$ cat config.mk
export PLATFORM = sky130hd
export DESIGN_NAME = mcod_ctrl
export DESIGN_NICKNAME = d
export VERILOG_FILES = /design/src/rtl/mcod_pkg.sv /design/src/rtl/mcod_ctrl.sv
export SDC_FILE = /design/constraint.sdc
export NUM_CORES = 1
export LEC_CHECK = 0
export ABC_CLOCK_PERIOD_IN_PS = 1400
export BUFFER_PORTS_ARGS = -buffer_cell sky130_fd_sc_hd__buf_4
export CORE_AREA = 2 2 39 41
export CTS_CLUSTER_SIZE = 16
export DETAILED_ROUTE_END_ITERATION = 8
export DIE_AREA = 0 0 41 43
export PLACE_DENSITY = 0.66
export SYNTH_ARGS = -nofsm -noshare
export SYNTH_HDL_FRONTEND = slang
export SYNTH_SLANG_ARGS = --single-unit
$ cat constraint.sdc
create_clock -name clock -period 1.4 [get_ports clock]
set_input_delay 0.14 -clock clock [delete_from_list [all_inputs] [get_ports clock]]
set_output_delay 0.14 -clock clock [all_outputs]
set_load 0.01 [all_outputs]
$ cat src/rtl/mcod_pkg.sv
package mcod_pkg;

   localparam int MaxMatricesDef = 16;
   localparam int DimBitsDef     = 12;
   localparam int CostW          = 40;
   localparam logic [CostW-1:0] CostMax = {CostW{1'b1}};

   localparam logic [1:0] ErrNone     = 2'd0;
   localparam logic [1:0] ErrTooFew   = 2'd1;
   localparam logic [1:0] ErrTooMany  = 2'd2;

   typedef enum logic [3:0] {
      ST_LOAD,
      ST_FILL_START,
      ST_K_READ,
      ST_K_WAIT,
      ST_K_EVAL,
      ST_K_MUL2,
      ST_K_CMP,
      ST_CELL_WRITE,
      ST_WALK_INIT,
      ST_WALK_POP,
      ST_WALK_READ,
      ST_WALK_EMIT
   } state_type;

   // controller to datapath commands
   typedef struct packed {
      logic load_dim;
      logic clear_load;
      logic diag_init;
      logic cell_begin;
      logic k_read;
      logic k_eval;
      logic k_mul2;
      logic k_cmp;
      logic cell_write;
      logic next_cell;
      logic walk_init;
      logic walk_pop;
      logic walk_read;
      logic walk_emit;
      logic emit_error;
      logic emit_single;
   } cmd_type;

   // datapath to controller status
   typedef struct packed {
      logic overflow;
      logic too_few;
      logic single;
      logic diag_done;
      logic k_last;
      logic fill_done;
      logic stack_empty;
      logic seg_trivial;
   } status_type;

endpackage

$ cat src/rtl/mcod_ctrl.sv
module mcod_ctrl
   import mcod_pkg::*;
(
   input  logic       clock,
   input  logic       reset,
   input  logic       start,
   input  logic       req_dim_final,
   input  status_type stat,
   output cmd_type    cmd,
   output logic       busy
);

   state_type state_ff, state_in;

   // state register
   always_ff @(posedge clock) begin
      if (reset) begin
         state_ff <= ST_LOAD;
      end else begin
         state_ff <= state_in;
      end
   end

   // next state and commands
   always_comb begin
      state_in = state_ff;
      cmd      = '0;
      busy     = 1'b1;
      unique case (state_ff)
         ST_LOAD: begin
            busy = 1'b0;
            if (start) begin
               cmd.load_dim = 1'b1;
               if (req_dim_final) begin
                  state_in = ST_FILL_START;
               end
            end
         end
         ST_FILL_START: begin
            cmd.clear_load = 1'b1;
            priority if (stat.overflow || stat.too_few) begin
               cmd.emit_error = 1'b1;
               state_in       = ST_LOAD;
            end else if (stat.single) begin
               cmd.emit_single = 1'b1;
               state_in        = ST_LOAD;
            end else begin
               cmd.diag_init = 1'b1;
               if (stat.diag_done) begin
                  cmd.cell_begin = 1'b1;
                  state_in       = ST_K_READ;
               end
            end
         end
         ST_K_READ: begin
            cmd.k_read = 1'b1;
            state_in   = ST_K_WAIT;
         end
         ST_K_WAIT: begin
            state_in = ST_K_EVAL;
         end
         ST_K_EVAL: begin
            cmd.k_eval = 1'b1;
            state_in   = ST_K_MUL2;
         end
         ST_K_MUL2: begin
            cmd.k_mul2 = 1'b1;
            state_in   = ST_K_CMP;
         end
         ST_K_CMP: begin
            cmd.k_cmp = 1'b1;
            state_in  = stat.k_last ? ST_CELL_WRITE : ST_K_READ;
         end
         ST_CELL_WRITE: begin
            cmd.cell_write = 1'b1;
            if (stat.fill_done) begin
               state_in = ST_WALK_INIT;
            end else begin
               cmd.next_cell = 1'b1;
               state_in      = ST_K_READ;
            end
         end
         ST_WALK_INIT: begin
            cmd.walk_init = 1'b1;
            state_in      = ST_WALK_POP;
         end
         ST_WALK_POP: begin
            if (stat.stack_empty) begin
               state_in = ST_LOAD;
            end else begin
               cmd.walk_pop = 1'b1;
               state_in     = ST_WALK_READ;
            end
         end
         ST_WALK_READ: begin
            if (stat.seg_trivial) begin
               state_in = ST_WALK_POP;
            end else begin
               cmd.walk_read = 1'b1;
               state_in      = ST_WALK_EMIT;
            end
         end
         ST_WALK_EMIT: begin
            cmd.walk_emit = 1'b1;
            state_in      = ST_WALK_POP;
         end
         default: begin
            state_in = ST_LOAD;
         end
      endcase
   end

endmodule

==> metrics.csv, run 1 <==
stage;metric;value;unit
run_status;status;complete, but fails checks;
synthesis;synthMuxAreaShare;0;
synthesis;syn-instance-count;63;
setup_path;cp-end-kind;output pin;
timing;rsz0062_at_grt;yes;
hold_path;holdCritPathClass;in -> reg;
synthesis;synth_compound_area_frac;0.194;
detailed_routing;wl_per_cell;12.9;um
setup_path;crit_path_start_kind;register;
run_status;violations;negative setup slack;
global_route;antenna_found_initial;0;
final_layout;top_register;state_ff;
global_route;grt_pass1_wl;2.10;mm
synthesis;syn_area_per_cell;6.55;sq um
place;dp_slack;-0.0999;ns
cts;cts.htree.levels;1;
floorplan;die_h;43;um
synthesis;synthSimpleGateAreaFrac;0.530;
timing;holdWs;0.0951;ns
synthesis;synth_top_family_by_area;simple AND/OR/NAND/NOR gates;
synthesis;synth_area_leaders;dfxtp_1, nor3_1, nand2_1;
timing;worst_pin_slew;0.297;ns
floorplan;core_area;1380;sq um
setup_path;crit_arrival;1.57;ns
place;gp_congestion;0.816;
final_layout;n_antenna_cell;0;
place;dpl.hpwl;995;um
power;peakVddDrop;0.144;mV
synthesis;ys_ff_latch;4;
cts;cts_tree;yes;
final_layout;layout.cells.non_filler;120;
final_layout;largest_reg_flops;4;
cts;clk_pin_slew_worst_paths;0.04;ns
detailed_routing;wl_met2;789;um
detailed_routing;dr_wl_met3;77;um
detailed_routing;drt_iter0_markers;10;
detailed_routing;dr.pass1.iters;4;
timing;setup_viol;9;
final_layout;nets;118;
synthesis;synth_xor_area_frac;0;
setup_path;worst_path_largest_cell_delay;0.56;ns
detailed_routing;ant_nets;0;
final_layout;syn2layout_area_growth;111;%
timing;min_period_over_period;1.22;
synthesis;yosysTopAreaCell;dfxtp_1;
final_layout;drive_gt1_frac;0.644;
synthesis;syn-num-nets;75;
cts;cts_hold_buf;0;
floorplan;die_width;41;um
floorplan;dieArea;1760;sq um
floorplan;ios;29;
power;leakage;0.000413;uW
global_route;grt_pass1_vias;515;
setup_path;cp_slowest_cell;or4b_4;
detailed_routing;viasPerCell;5.13;
final_layout;final_common_cell;buf_4;
floorplan;initial_utilization;0.298;
setup_path;path_buf_inv;1;
cts;clockBufferDepth;2;
detailed_routing;finalWirelength;1.54;mm
timing;hold_viol_final;0;
detailed_routing;drc;0;
timing;slew_viol_final;0;
synthesis;yosys.area_share.adder;0;
place;io_buffers;28;
cts;cts_made_buffers;3;
synthesis;synth_cell_types;23;
setup_path;cp_top_family;simple AND/OR/NAND/NOR gates;
timing;finClkSkew;0.00177;ns
place;dp.cells;112;
floorplan;num_rows;14;
detailed_routing;vias;616;
synthesis;yosysSeqAreaShare;0.194;
cts;insertion_delay;0.24;ns
timing;relSlewSlack;0.802;
synthesis;synth.top_cell.area_share;0.194;
final_layout;layout_common_cells;buf_4, buf_6, nand2_1, nor2_1, o21ai_0;
timing;final.setup.tns;-1.41;ns
power;power_density;457;nW/um^2
synthesis;synth_area;413;sq um
timing;fin_ws;-0.308;ns
final_layout;fin_util;0.629;
cts;cts_sinks;4;
timing;max_freq;586;MHz
cts;root_buffer;clkbuf_4;
detailed_routing;top_layer_used;met4;
run;cap_viol_max_count;0;
timing;fin_crit;1.71;ns
final_layout;top_regs;state_ff: 4 flops;
global_route;track_usage;0.173;
global_route;gr-total-overflow;0;
setup_path;required;1.26;ns
setup_path;worstSetupPathType;reg -> out;
global_route;grt_max_degree;14;
synthesis;yosysWarningCount;0;
detailed_routing;met1_length;638;um
setup_path;path_cells;or4b_4 > nor4_4 > and2_1 > buf_4;
setup_path;crit_path_max_fanout;3;
metal layers:
| layer | vias up | GRT usage |
|---|---|---|
| li1 | 303 | - |
| met1 | 293 | 0.217 |
| met2 | 16 | 0.263 |
| met3 | 4 | 0.0157 |
| met4 | 0 | 0.120 |
| met5 | - | 0 |
path summary, 6_finish.rpt:
kind	depth (start not counted)	to	start	slack, ns
max	4	cmd[12]	state_ff[1]	-0.31
min	2	state_ff[0]	reset	0.1
max reg2reg	5	state_ff[1]	state_ff[1]	-0.18
min reg2reg	3	state_ff[3]	state_ff[1]	0.67
layout make-up:
type / instances / area, sq um
Multi-Input combinational cell: 50 / 380
Tap cell: 16 / 20.0
Inverter: 5 / 18.8
Clock buffer: 3 / 22.5
Sequential cell: 4 / 83.8
Fill cell: 117 / 513
Timing Repair Buffer: 42 / 345
Yosys cell counts:
library cell	n
nand2_1	8
nor3_1	7
nor2_1	6
inv_1	5
o21ai_0	5
clkbuf_1	4
dfxtp_1	4
nand2b_1	4
nor2b_1	4
a21oi_1	2
and2_1	2
a211oi_1	1
a221oi_2	1
a22oi_1	1
a31oi_1	1
a32oi_1	1
and3_1	1
nand3_1	1
nor3b_1	1
nor4_1	1
nor4_4	1
or3b_2	1
or4b_4	1
stage by stage:
stage,power (uW),area (sq um)
6_report,398,871
5_1_grt,423,871
4_1_cts,388,796
3_5_place_dp,227,696
3_3_place_gp,226,696
2_1_floorplan,167,413
kinds of logic (layout without fill, tap and decap cells):
kind of cell           after synthesis  count (layout)
AOI/OAI and AO/OA                   12              12
and+or+nand+nor                     38              38
DFF                                  4               4
buffers and inverters                9              50
report_power, final:
group          switching, uW  internal [uW]
Clock                   47.8           95.9
Sequential              1.06            117
Combinational           63.1           72.9
repair_timing:
action / in CTS / in global routing
resized for setup: 13 / 16
setup buffers: 3 / 2
endpoints found under the setup margin: 15 / 16
pin swaps: 5 / 4
(Power assumes the default switching activity.)
==> run 2, diff against run 1 <==
--- a/config.mk
+++ b/config.mk
@@ -5,13 +5,13 @@
 export SDC_FILE = /design/constraint.sdc
 export NUM_CORES = 1
 export LEC_CHECK = 0
+export ABC_AREA = 1
 export ABC_CLOCK_PERIOD_IN_PS = 1400
 export BUFFER_PORTS_ARGS = -buffer_cell sky130_fd_sc_hd__buf_4
 export CORE_AREA = 2 2 39 41
 export CTS_CLUSTER_SIZE = 16
 export DETAILED_ROUTE_END_ITERATION = 8
 export DIE_AREA = 0 0 41 43
-export PLACE_DENSITY = 0.66
 export SYNTH_ARGS = -nofsm -noshare
 export SYNTH_HDL_FRONTEND = slang
 export SYNTH_SLANG_ARGS = --single-unit
==> run 2 against run 1 <==
  * Critical path type unchanged
  * Sequential share of layout area rose by 3.1 points
  * Synthesized area fell by 2.7%
  * The run now ends clean
  * Total power fell by 7.5%
==> metrics.csv, run 2 <==
stage;metric;value;unit
run_status;status;finished clean;
final_layout;layout.cells.non_filler;121;
place;io_buffers;28;
hold_path;holdCritPathClass;in -> reg;
global_route;grt_max_degree;7;
synthesis;synth_area;402;sq um
global_route;gr-total-overflow;0;
final_layout;layout_common_cells;buf_4, nor2_1, nand2_1;
cts;cts_sinks;4;
timing;hold_viol_final;0;
synthesis;synth_area_leaders;dfxtp_1, nor2_1, nand2_1;
synthesis;ys_top_cells_by_count;nor2_1, nand2_1, inv_1;
timing;worst_pin_slew;0.217;ns
power;leakage;0.000410;uW
cts;clk_pin_slew_worst_paths;0.03;ns
floorplan;core_area;1380;sq um
synthesis;synth_ff_type;dfxtp_1;
cts;cts_hold_buf;0;
timing;slew_viol_final;0;
global_route;antenna_found_initial;0;
place;dp.cells;117;
detailed_routing;finalWirelength;1.15;mm
place;gp_congestion;0.727;
run;cap_viol_max_count;0;
detailed_routing;ant_nets;0;
timing;fin_crit;1.32;ns
timing;finClkSkew;0.00368;ns
synthesis;async_reset_ff_frac;0;
timing;rsz0062_at_grt;no;
detailed_routing;dr.pass1.iters;4;
final_layout;nets;119;
synthesis;syn_area_per_cell;5.50;sq um
final_layout;top_regs;state_ff: 4 flops;
cts;insertion_delay;0.24;ns
synthesis;yosysSeqAreaShare;0.199;
cts;cts.htree.levels;1;
setup_path;worstSetupPathType;reg -> out;
power;peakVddDrop;0.276;mV
setup_path;crit_path_start_kind;register;
detailed_routing;drt_iter0_markers;4;
synthesis;synth_cell_types;14;
global_route;grt_pass1_wl;1.83;mm
timing;max_freq;757;MHz
place;dp_slack;0.139;ns
global_route;track_usage;0.154;
synthesis;yosysMostFrequentCell;nor2_1;
final_layout;largest_reg_flops;4;
floorplan;num_rows;14;
floorplan;ios;29;
timing;relSlewSlack;0.855;
synthesis;synth.top_cell.area_share;0.199;
synthesis;syn-instance-count;73;
synthesis;ys_ff_latch;4;
final_layout;syn2layout_area_growth;71.7;%
floorplan;die_width;41;um
timing;final.setup.tns;0;ns
power;power_density;534;nW/um^2
timing;min_period_over_period;0.943;
cts;clockBufferDepth;2;
final_layout;stdcell_area;689;sq um
cts;root_buffer;clkbuf_4;
synthesis;yosysTopAreaCell;dfxtp_1;
final_layout;fin_util;0.498;
timing;fin_ws;0.0792;ns
floorplan;die_h;43;um
place;dpl.hpwl;1000;um
setup_path;crit_path_max_fanout;6;
synthesis;yosysWarningCount;0;
synthesis;syn-num-nets;85;
final_layout;top_register;state_ff;
setup_path;required;1.26;ns
floorplan;initial_utilization;0.290;
final_layout;final_common_cell;buf_4;
cts;cts_made_buffers;3;
cts;cts_tree;yes;
detailed_routing;wl_per_cell;9.47;um
place;placed_area;632;sq um
detailed_routing;vias;541;
floorplan;dieArea;1760;sq um
timing;setup_viol;0;
detailed_routing;viasPerCell;4.47;
synthesis;synth_edf_count;0;
global_route;grt_pass1_vias;450;
setup_path;cp-end-kind;output pin;
final_layout;n_antenna_cell;0;
setup_path;crit_arrival;1.18;ns
detailed_routing;drc;0;
final_layout;drive_gt1_frac;0.467;
-- run 2: final timing paths --
path | from | end | slack, ns | cells past startpoint
worst max-delay path | state_ff[2] | cmd[12] | 0.08 | 4
worst min-delay path | reset | state_ff[1] | 0.09 | 2
worst max register to register | state_ff[0] | state_ff[1] | 0.23 | 9
worst min register to register | state_ff[0] | state_ff[2] | 0.66 | 3
-- run 2: kinds of logic (layout without fill, tap and decap cells) --
| kind of cell | count (synthesis) | after routing | share of synthesized area |
|---|---|---|---|
| AO/OA/AOI/OAI | 7 | 7 | 0.0997 |
| buffers and inverters | 18 | 50 | 0.168 |
| flip-flops | 4 | 4 | 0.199 |
| AND/OR/NAND/NOR | 44 | 44 | 0.533 |
-- run 2: critical path, stage by stage (launching register included) --
cell and delay, ns:
dfxtp_2 0.34, nor2_4 0.20, nand2_4 0.11, nor3_1 0.14, buf_4 0.15
-- run 2: final cells by class --
cell class                 instances  area, sq um
fill                             162          694
clock buffer                       3         22.5
tap                               16         20.0
multi-input combinational         51          274
inverter                          18         67.6
timing repair buffer              29          218
sequential                         4         87.6
-- run 2: routing by layer --
metal  track usage  part of all wire
met1         0.177              0.39
met2         0.256              0.49
met3        0.0366             0.094
met4        0.0600             0.019
met5             0                 0
-- run 2: timing repair --
action                                 in CTS  in global routing
pin swaps                                   2                  1
endpoints found under the hold margin       0                  0
setup buffers                               1                  0
setup endpoints to repair                   5                  8
gates resized for setup                     4                  4
-- run 2: through the flow --
step,power [uW],hold WS [ns]
2_1_floorplan,166,0.209
3_3_place_gp,215,0.343
3_5_place_dp,217,0.340
4_1_cts,373,0.0858
5_1_grt,391,0.0816
6_report,368,0.0873
-- run 2: power breakdown --
group          internal [uW]  switching, uW  leakage [uW]  total, uW
clock network           96.1           50.3     0.0000138        146
logic                   50.3           50.9      0.000361        101
registers                117           3.30     0.0000346        120
==> run 3, diff against run 2 <==
--- a/config.mk
+++ b/config.mk
@@ -8,10 +8,14 @@
 export ABC_AREA = 1
 export ABC_CLOCK_PERIOD_IN_PS = 1400
 export BUFFER_PORTS_ARGS = -buffer_cell sky130_fd_sc_hd__buf_4
-export CORE_AREA = 2 2 39 41
+export CELL_PAD_IN_SITES_DETAIL_PLACEMENT = 0
+export CELL_PAD_IN_SITES_GLOBAL_PLACEMENT = 1
+export CORE_UTILIZATION = 21
 export CTS_CLUSTER_SIZE = 16
 export DETAILED_ROUTE_END_ITERATION = 8
-export DIE_AREA = 0 0 41 43
+export GPL_TIMING_DRIVEN = 0
+export PLACE_DENSITY_LB_ADDON = 0.1
+export SKIP_CTS_REPAIR_TIMING = 1
 export SYNTH_ARGS = -nofsm -noshare
 export SYNTH_HDL_FRONTEND = slang
 export SYNTH_SLANG_ARGS = --single-unit
==> run 3 against run 2 <==
  * Final cell count grew 8.3%
  * Flip-flop and latch count is the same
  * Via count shrank 2.4%
  * Clock power is essentially flat
  * Sequential power is essentially flat
  * Non-clock buffer count grew 1
  * Critical path type unchanged
  * Largest cell class unchanged
  * Critical path depth grew 2
==> metrics.csv, run 3 (synthesis gave the netlist of run 2 again) <==
stage;metric;value;unit
run_status;status;finished clean;
power;p_total;366;uW
timing;relSlewSlack;0.845;
timing;max_freq;757;MHz
detailed_routing;dr.pass1.iters;4;
cts;cts.htree.levels;1;
setup_path;crit_path_start_kind;register;
cts;cts_made_buffers;3;
floorplan;num_rows;15;
timing;setup_viol;0;
setup_path;worstSetupPathType;reg -> out;
setup_path;cp-end-kind;output pin;
final_layout;final_common_cell;buf_4;
setup_path;crit_arrival;1.18;ns
detailed_routing;wl_per_cell;8.82;um
timing;worst_pin_slew;0.231;ns
final_layout;multi_input_area;274;sq um
timing;fin_crit;1.32;ns
global_route;grt_max_degree;7;
run;cap_viol_max_count;0;
cts;root_buffer;clkbuf_4;
final_layout;top_regs;state_ff: 4 flops;
timing;hold_viol_final;0;
global_route;grt_pass1_wl;1.75;mm
cts;cts_sinks;4;
place;dpl.hpwl;943;um
global_route;antenna_found_initial;0;
timing;finClkSkew;0.00444;ns
setup_path;required;1.26;ns
final_layout;drive_gt1_frac;0.472;
timing;min_period_over_period;0.944;
cts;insertion_delay;0.24;ns
place;io_buffers;28;
final_layout;n_antenna_cell;0;
floorplan;core_area;1760;sq um
detailed_routing;viasPerCell;4.03;
floorplan;initial_utilization;0.228;
floorplan;die_h;45.7;um
place;gp_congestion;0.716;
final_layout;regArea;87.6;sq um
global_route;track_usage;0.120;
timing;slew_viol_final;0;
detailed_routing;ant_nets;0;
global_route;gr-total-overflow;0;
final_layout;largest_reg_flops;4;
floorplan;die_width;45.7;um
final_layout;nets;120;
final_layout;nFillCells;222;
floorplan;ios;29;
power;power_density;517;nW/um^2
setup_path;path_buf_inv;4;
final_layout;top_register;state_ff;
cts;cts_tree;yes;
setup_path;cp_top_family;buffers and inverters;
hold_path;holdCritPathClass;in -> reg;
final_layout;layout.cells.non_filler;131;
place;dp.cells;126;
setup_path;crit_path_max_fanout;5;
power;leakage;0.000412;uW
detailed_routing;drt_iter0_markers;6;
setup_path;worst_path_largest_cell_delay;0.35;ns
setup_path;cp_slowest_cell;dfxtp_4;
cts;clockBufferDepth;2;
detailed_routing;vias;528;
detailed_routing;drc;0;
final_layout;syn2layout_area_growth;76.3;%
final_layout;layout_common_cells;buf_4, nor2_1, nand2_1;
cts;clk_pin_slew_worst_paths;0.04;ns
floorplan;dieArea;2090;sq um
detailed_routing;finalWirelength;1.16;mm
power;peakVddDrop;0.329;mV
global_route;grt_pass1_vias;434;
setup_path;path_cells;inv_1 > nor2_4 > buf_4 > nand2_1 > inv_1 > buf_4;
## run 3: per-stage QoR
stage	util	setup slack, ns	hold slack [ns]	instance area [sq um]	TNS [ns]
floorplan	-	0.211	0.209	402	0
global placement	0.365	0.144	0.339	643	0
detailed placement	0.365	0.136	0.341	643	0
CTS	0.377	-0.132	0.0812	666	-0.257
global route	0.401	-0.00660	0.0707	708	-0.0137
finish	0.401	0.0787	0.0850	708	0
## run 3: worst paths after layout
path,from,to,slack [ns],cells past startpoint
setup / recovery,state_ff[0],cmd[9],0.08,6
hold / removal,reset,state_ff[2],0.09,2
setup reg to reg,state_ff[0],state_ff[1],0.23,9
hold reg to reg,state_ff[0],state_ff[2],0.65,3
## run 3: routing by layer
layer  vias up  global-route usage  part of all wire  wire (um)
met2        23               0.189              0.43        501
met5         -                   0                 0          0
met1       211               0.151              0.48        556
met4         0              0.0353             0.014         16
met3         2              0.0476             0.070         81
li1        292                   -                 -          -
## run 3: layout make-up
type / instances / share of cell area
multi-input cells: 51 / 0.387
well taps: 25 / 0.0442
inverters: 18 / 0.0954
flip-flops and latches: 4 / 0.124
clock buffers: 3 / 0.0318
repair buffers: 30 / 0.318
## run 3: report_power, final
group / switching (uW) / total [uW] / internal [uW] / leakage, uW
sequential: 3.28 / 120 / 117 / 0.0000346
clock: 48.6 / 145 / 95.9 / 0.0000138
combinational: 50.2 / 101 / 51.2 / 0.000364
total: 102 / 366 / 264 / 0.000412
